[src/hw/rtl/hkt_pkg.sv]
package hkt_pkg;

	localparam int IN_DATA_W  = 8;
	localparam int OUT_DATA_W = 32;
	localparam int CFG_DATA_W = 2;
	localparam int CFG_IDX_W  = 1;

	localparam logic [CFG_IDX_W-1:0] REG_DIRECTION = 1'b0;
	localparam logic [CFG_IDX_W-1:0] REG_VARIANT   = 1'b1;

	localparam logic DIR_TO_STD   = 1'b0;
	localparam logic DIR_FROM_STD = 1'b1;

	localparam logic [1:0] VAR_SHIFT    = 2'd0;
	localparam logic [1:0] VAR_ESCAPE   = 2'd1;
	localparam logic [1:0] VAR_EIGHTBIT = 2'd2;
	localparam logic [1:0] VAR_RESERVED = 2'd3;

	localparam logic [7:0] BYTE_ESC         = 8'h1B;
	localparam logic [7:0] BYTE_LPAREN      = 8'h28;
	localparam logic [7:0] BYTE_KANA_FINAL  = 8'h49;
	localparam logic [7:0] BYTE_ROMAN_FINAL = 8'h4A;
	localparam logic [7:0] BYTE_SO          = 8'h0E;
	localparam logic [7:0] BYTE_SI          = 8'h0F;
	localparam logic [7:0] KANA_OFFSET      = 8'h80;

	typedef enum logic [2:0] {
		PRE_NONE  = 3'b001,
		PRE_ESC   = 3'b010,
		PRE_PAREN = 3'b100
	} prefix_t;

	typedef struct packed {
		logic [7:0] b2;
		logic [7:0] b1;
		logic [7:0] b0;
		logic [1:0] cnt;
	} emit_t;

	function automatic emit_t put_byte(emit_t e, logic [7:0] b);
		emit_t r;
		r = e;
		unique case (e.cnt)
			2'd0: begin
				r.b0  = b;
				r.cnt = 2'd1;
			end
			2'd1: begin
				r.b1  = b;
				r.cnt = 2'd2;
			end
			2'd2: begin
				r.b2  = b;
				r.cnt = 2'd3;
			end
			default: r = e;
		endcase
		return r;
	endfunction

endpackage

[src/hw/rtl/halfwidth_kana_escape_transcoder_core.sv]
// Half-width katakana shift transcoder.
// The slave channel (s_tvalid/s_tready/s_tdata/s_tlast) takes one text byte
// per item; s_tlast marks the last byte of a stream, after which any held
// escape prefix is flushed and the stream state returns to idle.
// The master channel returns exactly one item per input item, carrying a
// byte count and up to three bytes in order from the lowest byte slot.
// Direction and variant are set through the write port (cfg_we, cfg_index,
// cfg_wdata); the user must write only while the block is idle, which the
// block itself does not enforce. Every write clears the stream state.
// There is one input register stage and one result register stage, with
// the per-byte decision logic between them; an accepted item's result is
// registered in the result stage before it shows on the master channel.
// Throughput is one item per cycle while the receiver takes results. The
// result register is refilled in the same cycle it is taken, so the block
// keeps accepting while a result waits. When the receiver stalls, the
// result register and then the input register hold, and s_tready drops
// once both are full. Reset clears the configuration to direction 0,
// variant 0 and empties both register stages and the stream state.
module halfwidth_kana_escape_transcoder_core (
	input  logic                             clk,
	input  logic                             arst_n,
	input  logic                             s_tvalid,
	output logic                             s_tready,
	input  logic [hkt_pkg::IN_DATA_W-1:0]    s_tdata,  // [7:0] in_byte
	input  logic                             s_tlast,
	output logic                             m_tvalid,
	input  logic                             m_tready,
	// [1:0] out_count, [9:2] out_byte_first, [17:10] out_byte_second,
	// [25:18] out_byte_third, [31:26] zero
	output logic [hkt_pkg::OUT_DATA_W-1:0]   m_tdata,
	input  logic                             cfg_we,
	input  logic [hkt_pkg::CFG_IDX_W-1:0]    cfg_index,
	input  logic [hkt_pkg::CFG_DATA_W-1:0]   cfg_wdata
);
	import hkt_pkg::*;

	logic        dir_q;
	logic [1:0]  var_q;
	logic        kana_q;
	prefix_t     pre_q;
	logic [1:0]  pt_q;

	logic        valid_s1;
	logic [7:0]  byte_s1;
	logic        last_s1;
	logic        valid_s2;
	emit_t       emit_s2;

	logic        advance;
	emit_t       e;
	logic        kana_n;
	prefix_t     pre_n;
	logic [1:0]  pt_n;
	logic        matched;
	logic [7:0]  final_in;
	logic [7:0]  final_out;
	logic        run_match;

	assign advance  = valid_s1 && (!valid_s2 || m_tready);
	assign s_tready = !valid_s1 || advance;
	assign m_tvalid = valid_s2;
	assign m_tdata  = {6'd0, emit_s2};

	always_comb begin
		e         = '0;
		kana_n    = kana_q;
		pre_n     = pre_q;
		pt_n      = pt_q;
		matched   = 1'b0;
		run_match = 1'b0;
		final_in  = (dir_q == DIR_FROM_STD) ? BYTE_KANA_FINAL : BYTE_ROMAN_FINAL;
		final_out = (dir_q == DIR_FROM_STD) ? BYTE_ROMAN_FINAL : BYTE_KANA_FINAL;

		if (var_q == VAR_SHIFT && dir_q == DIR_TO_STD) begin
			if (!kana_q) begin
				if (byte_s1 == BYTE_SO) begin
					e = put_byte(e, BYTE_ESC);
					e = put_byte(e, BYTE_LPAREN);
					e = put_byte(e, BYTE_KANA_FINAL);
					kana_n = 1'b1;
				end else begin
					e = put_byte(e, byte_s1);
				end
			end else if (byte_s1 == BYTE_SI) begin
				kana_n = 1'b0;
			end else begin
				e = put_byte(e, byte_s1);
			end
		end else if (var_q == VAR_SHIFT) begin
			final_in = BYTE_KANA_FINAL;
			if (kana_q) begin
				if (byte_s1 == BYTE_ESC) begin
					e = put_byte(e, BYTE_SI);
					e = put_byte(e, BYTE_ESC);
					kana_n = 1'b0;
					pt_n   = 2'd2;
				end else begin
					e = put_byte(e, byte_s1);
				end
			end else if (pt_q != 2'd0) begin
				e    = put_byte(e, byte_s1);
				pt_n = pt_q - 2'd1;
			end else begin
				run_match = 1'b1;
			end
		end else if (var_q == VAR_EIGHTBIT) begin
			if (kana_q) begin
				if (byte_s1 == BYTE_ESC) begin
					kana_n = 1'b0;
					pre_n  = PRE_ESC;
				end else begin
					e = put_byte(e, byte_s1 ^ KANA_OFFSET);
				end
			end else begin
				run_match = 1'b1;
			end
		end else begin
			e = put_byte(e, byte_s1);
		end

		if (run_match) begin
			unique case (pre_q)
				PRE_NONE: begin
					if (byte_s1 == BYTE_ESC) begin
						pre_n = PRE_ESC;
					end else begin
						e = put_byte(e, byte_s1);
					end
				end
				PRE_ESC: begin
					if (byte_s1 == BYTE_LPAREN) begin
						pre_n = PRE_PAREN;
					end else if (byte_s1 == BYTE_ESC) begin
						e = put_byte(e, BYTE_ESC);
					end else begin
						e     = put_byte(e, BYTE_ESC);
						e     = put_byte(e, byte_s1);
						pre_n = PRE_NONE;
					end
				end
				default: begin
					if (byte_s1 == final_in) begin
						pre_n   = PRE_NONE;
						matched = 1'b1;
					end else begin
						e = put_byte(e, BYTE_ESC);
						e = put_byte(e, BYTE_LPAREN);
						if (byte_s1 == BYTE_ESC) begin
							pre_n = PRE_ESC;
						end else begin
							e     = put_byte(e, byte_s1);
							pre_n = PRE_NONE;
						end
					end
				end
			endcase
			if (matched) begin
				kana_n = 1'b1;
				if (var_q == VAR_SHIFT) begin
					e = put_byte(e, BYTE_SO);
				end else begin
					e = put_byte(e, BYTE_ESC);
					e = put_byte(e, BYTE_LPAREN);
					e = put_byte(e, final_out);
				end
			end
		end

		if (last_s1) begin
			if (pre_n == PRE_ESC || pre_n == PRE_PAREN) begin
				e = put_byte(e, BYTE_ESC);
			end
			if (pre_n == PRE_PAREN) begin
				e = put_byte(e, BYTE_LPAREN);
			end
			if (var_q == VAR_SHIFT && dir_q == DIR_FROM_STD && kana_n) begin
				e = put_byte(e, BYTE_SI);
			end
			kana_n = 1'b0;
			pre_n  = PRE_NONE;
			pt_n   = 2'd0;
		end
	end

	always_ff @(posedge clk or negedge arst_n) begin
		if (!arst_n) begin
			dir_q    <= DIR_TO_STD;
			var_q    <= VAR_SHIFT;
			kana_q   <= 1'b0;
			pre_q    <= PRE_NONE;
			pt_q     <= 2'd0;
			valid_s1 <= 1'b0;
			valid_s2 <= 1'b0;
		end else begin
			if (s_tready) begin
				valid_s1 <= s_tvalid;
			end
			if (advance) begin
				valid_s2 <= 1'b1;
			end else if (m_tready) begin
				valid_s2 <= 1'b0;
			end
			if (cfg_we) begin
				unique case (cfg_index)
					REG_DIRECTION: dir_q <= cfg_wdata[0];
					REG_VARIANT:   var_q <= cfg_wdata;
				endcase
				kana_q <= 1'b0;
				pre_q  <= PRE_NONE;
				pt_q   <= 2'd0;
			end else if (advance) begin
				kana_q <= kana_n;
				pre_q  <= pre_n;
				pt_q   <= pt_n;
			end
		end
	end

	always_ff @(posedge clk) begin
		if (s_tready && s_tvalid) begin
			byte_s1 <= s_tdata;
			last_s1 <= s_tlast;
		end
		if (advance) begin
			emit_s2 <= e;
		end
	end

`ifndef ASSERT_OFF
	a_pt_outside_kana: assert property (@(posedge clk) disable iff (!arst_n)
		pt_q != 2'd0 |-> !kana_q && var_q == VAR_SHIFT && dir_q == DIR_FROM_STD)
		else $error("Closing escape copy active outside shift-in reverse mode.");

	a_kana_no_prefix: assert property (@(posedge clk) disable iff (!arst_n)
		kana_q |-> pre_q == PRE_NONE)
		else $error("Escape prefix held while inside a kana run.");

	a_escape_idle: assert property (@(posedge clk) disable iff (!arst_n)
		(var_q == VAR_ESCAPE || var_q == VAR_RESERVED) |-> !kana_q && pre_q == PRE_NONE)
		else $error("Stream state left idle in pass-through variant.");

	a_last_clears: assert property (@(posedge clk) disable iff (!arst_n)
		advance && last_s1 |=> !kana_q && pre_q == PRE_NONE && pt_q == 2'd0)
		else $error("Stream state not cleared after the last item.");

	a_stage_flow: assert property (@(posedge clk) disable iff (!arst_n)
		valid_s1 && valid_s2 && !m_tready |=> valid_s1 && valid_s2)
		else $error("A stalled item was dropped from the pipeline.");
`endif

endmodule
[config.mk]
export PLATFORM = sky130hd
export DESIGN_NAME = halfwidth_kana_escape_transcoder_core
export DESIGN_NICKNAME = d
export VERILOG_FILES = /design/src/hw/rtl/hkt_pkg.sv /design/src/hw/rtl/halfwidth_kana_escape_transcoder_core.sv
export SDC_FILE = /design/constraint.sdc
export NUM_CORES = 1
export LEC_CHECK = 0
export BUFFER_PORTS_ARGS = -buffer_cell sky130_fd_sc_hd__buf_2
export CAP_MARGIN = 5
export CORE_UTILIZATION = 60
export CTS_BUF_LIST = sky130_fd_sc_hd__clkbuf_4 sky130_fd_sc_hd__clkbuf_8
export DETAILED_ROUTE_END_ITERATION = 8
export PLACE_DENSITY = 0.92
export SYNTH_ARGS = -nofsm -noshare
export SYNTH_HDL_FRONTEND = slang
export SYNTH_SLANG_ARGS = --single-unit
export TNS_END_PERCENT = 100
[constraint.sdc]
create_clock -name clk -period 5.6 [get_ports clk]
set_clock_uncertainty 0.1 [all_clocks]
set_input_delay 1.12 -clock clk [delete_from_list [all_inputs] [get_ports clk]]
set_output_delay 1.12 -clock clk [all_outputs]
set_load 0.02 [all_outputs]
==> impl_metrics.xml <==
<?xml version="1.0" encoding="UTF-8"?>
<metrics>
  <group name="route">
    <metric name="final_antenna_net_count" unit="">0</metric>
    <metric name="vias_per_std_cell" unit="">7.08</metric>
    <metric name="first_pass_iters" unit="">5</metric>
    <metric name="postRouteWirelength" unit="µm">8490</metric>
    <metric name="route.detailed.wl_per_inst" unit="µm">20.0</metric>
    <metric name="route.detailed.drc" unit="">0</metric>
    <metric name="via_count" unit="">3004</metric>
    <metric name="first_iter_violations" unit="">505</metric>
  </group>
  <group name="job">
    <metric name="max_capacitance_violation_count" unit="">0</metric>
  </group>
  <group name="cts">
    <metric name="cts_tree" unit="">built</metric>
    <metric name="cts.reportedPaths.clkPinSlew" unit="ns">0.09</metric>
    <metric name="max-clock-path-buffers" unit="">2</metric>
    <metric name="cts_htree_levels" unit="">2</metric>
    <metric name="cts_num_sinks" unit="">46</metric>
    <metric name="cts.repair.resized" unit="">0</metric>
    <metric name="post_cts_buffers" unit="">0</metric>
    <metric name="cts_buffers" unit="">5</metric>
    <metric name="clock_insertion_delay_worst_skew" unit="ns">0.30</metric>
    <metric name="cts_hold_buf" unit="">0</metric>
    <metric name="clock-root-buffer" unit="">clkbuf_8</metric>
  </group>
  <group name="place">
    <metric name="routabilityCongestion" unit="">0.997</metric>
    <metric name="detailedPlace.worstSlack" unit="ns">1.77</metric>
    <metric name="port_buf_inserts" unit="">44</metric>
    <metric name="dp_wirelength" unit="µm">6140</metric>
  </group>
  <group name="global_route">
    <metric name="grt.overflow.total" unit="">0</metric>
    <metric name="gr-usage-met2" unit="">0.524</metric>
    <metric name="groute.usage.overall" unit="">0.338</metric>
    <metric name="use_met1" unit="">0.434</metric>
    <metric name="busiest_layer" unit="">met2</metric>
    <metric name="largest_net_degree_at_the_start_of_global_routing" unit="">28</metric>
    <metric name="grt_pass1_wl" unit="µm">13300</metric>
    <metric name="grt_pass1_vias" unit="">2697</metric>
    <metric name="initial_antenna_violation_count" unit="">0</metric>
    <metric name="grtUsageMet3" unit="">0.0967</metric>
  </group>
  <group name="logic_synthesis">
    <metric name="yosys.cell_types.count" unit="">71</metric>
    <metric name="post_synth_edffs" unit="">35</metric>
    <metric name="syn_avg_cell_area" unit="µm²">9.22</metric>
    <metric name="seq_area_frac_synth" unit="">0.443</metric>
    <metric name="ys_async_sr_fraction" unit="">0.239</metric>
    <metric name="ys_seq_elements" unit="">46</metric>
    <metric name="post_synth_inst_count" unit="">325</metric>
    <metric name="yosys_warnings" unit="">0</metric>
    <metric name="syn_area" unit="µm²">3000</metric>
    <metric name="postSynth.topFlopCell" unit="">edfxtp_1</metric>
  </group>
  <group name="worst_setup_path">
    <metric name="cp_common_cell" unit="">or3b_1</metric>
    <metric name="timing.critical_path.slowest_stage_cell" unit="">nor3_1</metric>
    <metric name="crit_required" unit="ns">5.55</metric>
    <metric name="maximum_fanout_encountered_on_the_critical_timing_path" unit="">11</metric>
    <metric name="crit_path_cell_trace" unit="">or3b_1 -&gt; nor3_1 -&gt; a211oi_1 -&gt; o31ai_1 -&gt; a21oi_1 -&gt; nand3_1 -&gt; or3b_1</metric>
    <metric name="reg_to_reg_setup_timing_slack" unit="ns">1.64</metric>
    <metric name="timing.critical_path.to" unit="">m_tdata[14]$_DFFE_PP_</metric>
    <metric name="setup.worst_path.start_class" unit="">flip-flop</metric>
    <metric name="r2r-start" unit="">byte_s1[6]$_DFFE_PP_</metric>
    <metric name="reg2regPathDepth" unit="">7</metric>
    <metric name="regToRegEndpoint" unit="">m_tdata[14]$_DFFE_PP_</metric>
    <metric name="cp_slowest_stage_delay" unit="ns">0.99</metric>
    <metric name="critPathArrivalTime" unit="ns">3.90</metric>
    <metric name="criticalPathCategory" unit="">reg -&gt; reg</metric>
    <metric name="critPathLaunch" unit="">byte_s1[6]$_DFFE_PP_</metric>
    <metric name="worstSetupEndpointType" unit="">flip-flop</metric>
  </group>
  <group name="floorplan">
    <metric name="effective_utilization_at_floorplan" unit="">0.631</metric>
    <metric name="floorplan.io_pins" unit="">51</metric>
    <metric name="die_area" unit="µm²">5280</metric>
    <metric name="die-height" unit="µm">72.7</metric>
    <metric name="rows" unit="">25</metric>
    <metric name="fp.coreArea" unit="µm²">4750</metric>
    <metric name="width_of_the_chip" unit="µm">72.7</metric>
  </group>
  <group name="sta">
    <metric name="fin_worst_hold_slack" unit="ns">0.415</metric>
    <metric name="post-route-min-period" unit="ns">3.96</metric>
    <metric name="maxSlewHeadroom" unit="">0.187</metric>
    <metric name="finalHoldViolations" unit="">0</metric>
    <metric name="fin_setup_tns" unit="ns">0</metric>
    <metric name="unrepaired_setup_endpoints_after_global_routing" unit="">false</metric>
    <metric name="max_slew.worst_pin.slew" unit="ns">1.21</metric>
    <metric name="ratio_of_final_minimum_period_to_clock_period" unit="">0.706</metric>
    <metric name="worst_slack" unit="ns">1.64</metric>
    <metric name="clock.fmax" unit="GHz">0.253</metric>
    <metric name="timing_max_transition_violations_final" unit="">0</metric>
    <metric name="report.final.setup_viol" unit="">0</metric>
  </group>
  <group name="cells_and_area">
    <metric name="final.fill_count" unit="">400</metric>
    <metric name="core_utilization_of_the_finished_layout" unit="">0.692</metric>
    <metric name="final_common_cell" unit="">buf_2</metric>
    <metric name="insertedDiodeCount" unit="">0</metric>
    <metric name="layout.cells.most_common_list" unit="">44 x buf_2, 35 x edfxtp_1, 30 x nor2_1, 22 x a21oi_1, 21 x nand2_1</metric>
    <metric name="area_growth" unit="%">9.68</metric>
    <metric name="fraction_of_final_layout_cells_sized_beyond_drive_strength_1" unit="">0.193</metric>
    <metric name="nNetsFinal" unit="">374</metric>
  </group>
  <group name="run_status">
    <metric name="run_status" unit="">completed</metric>
  </group>
  <group name="power">
    <metric name="fin_total_pwr" unit="W">0.000845</metric>
    <metric name="power.leakage" unit="nW">1.29</metric>
    <metric name="power.density_cell_area" unit="nW/µm²">257</metric>
    <metric name="peakVddDrop" unit="µV">212</metric>
  </group>
  <group name="min_path">
    <metric name="min-delay-path-class" unit="">reg -&gt; reg</metric>
  </group>
</metrics>
Yosys cell counts, drive strengths merged (6+ instances only):
| library cell | instances | share of area |
|---|---|---|
| dfrtp | 10 | 0.083 |
| nand2 | 21 | 0.026 |
| nor3 | 11 | 0.018 |
| o21ai | 23 | 0.038 |
| nor2 | 30 | 0.038 |
| nand2b | 8 | 0.017 |
| inv | 9 | 0.011 |
| nand3 | 15 | 0.025 |
| o31ai | 6 | 0.015 |
| buf | 9 | 0.022 |
| clkbuf | 17 | 0.021 |
| edfxtp | 35 | 0.35 |
| nand4 | 11 | 0.023 |
| a21oi | 23 | 0.040 |
kinds of logic after synthesis:
group           synth area share
flops                      0.443
fa+ha+maj                0.00417
mux                       0.0113
other cells              0.00125
compound gates             0.244
simple gates               0.242
buf+inv                   0.0547
worst max-delay path, delay by kind of cell (launching register included):
family | cells | cell delay [ns]
and+or+nand+nor | 4 | 2.08
AOI/OAI and AO/OA | 3 | 1.05
DFF | 1 | 0.49
stage by stage:
step                instance area, µm²  cells
floorplan                         3020    330
global placement                  3200    416
detailed placement                3200    416
CTS                               3290    424
global route                      3290    424
finish                            3290    424
report_power, final:
group,switching [W],internal (W),total [W]
Combinational,0.000141,0.0000670,0.000208
Sequential,0.0000277,0.000403,0.000431
Clock,0.000113,0.0000931,0.000206
Total,0.000281,0.000563,0.000845
registers in the layout (all words and copies together), names as in the netlist, 2 cells and up:
name and count:
pre_q 3, m_tdata 26, pt_q 2, byte_s1 8, var_q 2
worst min path at each step:
stage,from,end,slack (ns),cells after the start
2_1_floorplan,valid_s1$_DFFE_PN0N_,m_tvalid$_DFFE_PN0P_,0.36,1
3_3_place_gp,valid_s1$_DFFE_PN0N_,m_tvalid$_DFFE_PN0P_,0.39,1
3_5_place_dp,valid_s1$_DFFE_PN0N_,m_tvalid$_DFFE_PN0P_,0.40,1
4_1_cts,valid_s1$_DFFE_PN0N_,m_tvalid$_DFFE_PN0P_,0.42,1
5_1_grt,valid_s1$_DFFE_PN0N_,m_tvalid$_DFFE_PN0P_,0.45,1
6_report,valid_s1$_DFFE_PN0N_,m_tvalid$_DFFE_PN0P_,0.42,1
per-layer routing:
metal	vias to the layer above	part of all wire	wire length, µm
met5	-	0	0
met3	53	0.11	968
met1	1404	0.39	3310
met4	0	0.053	447
li1	1308	-	-
met2	239	0.44	3770
cell type report:
cell class / count / area, µm² / share of cell area
multi-input cells: 249 / 1530 / 0.464
inverters: 9 / 33.8 / 0.0103
clock buffers: 6 / 76.3 / 0.0232
well taps: 67 / 83.8 / 0.0255
flip-flops and latches: 46 / 1330 / 0.404
repair buffers: 45 / 228 / 0.0693
clock inverters: 2 / 13.8 / 0.00419
(Power assumes the default switching activity.)
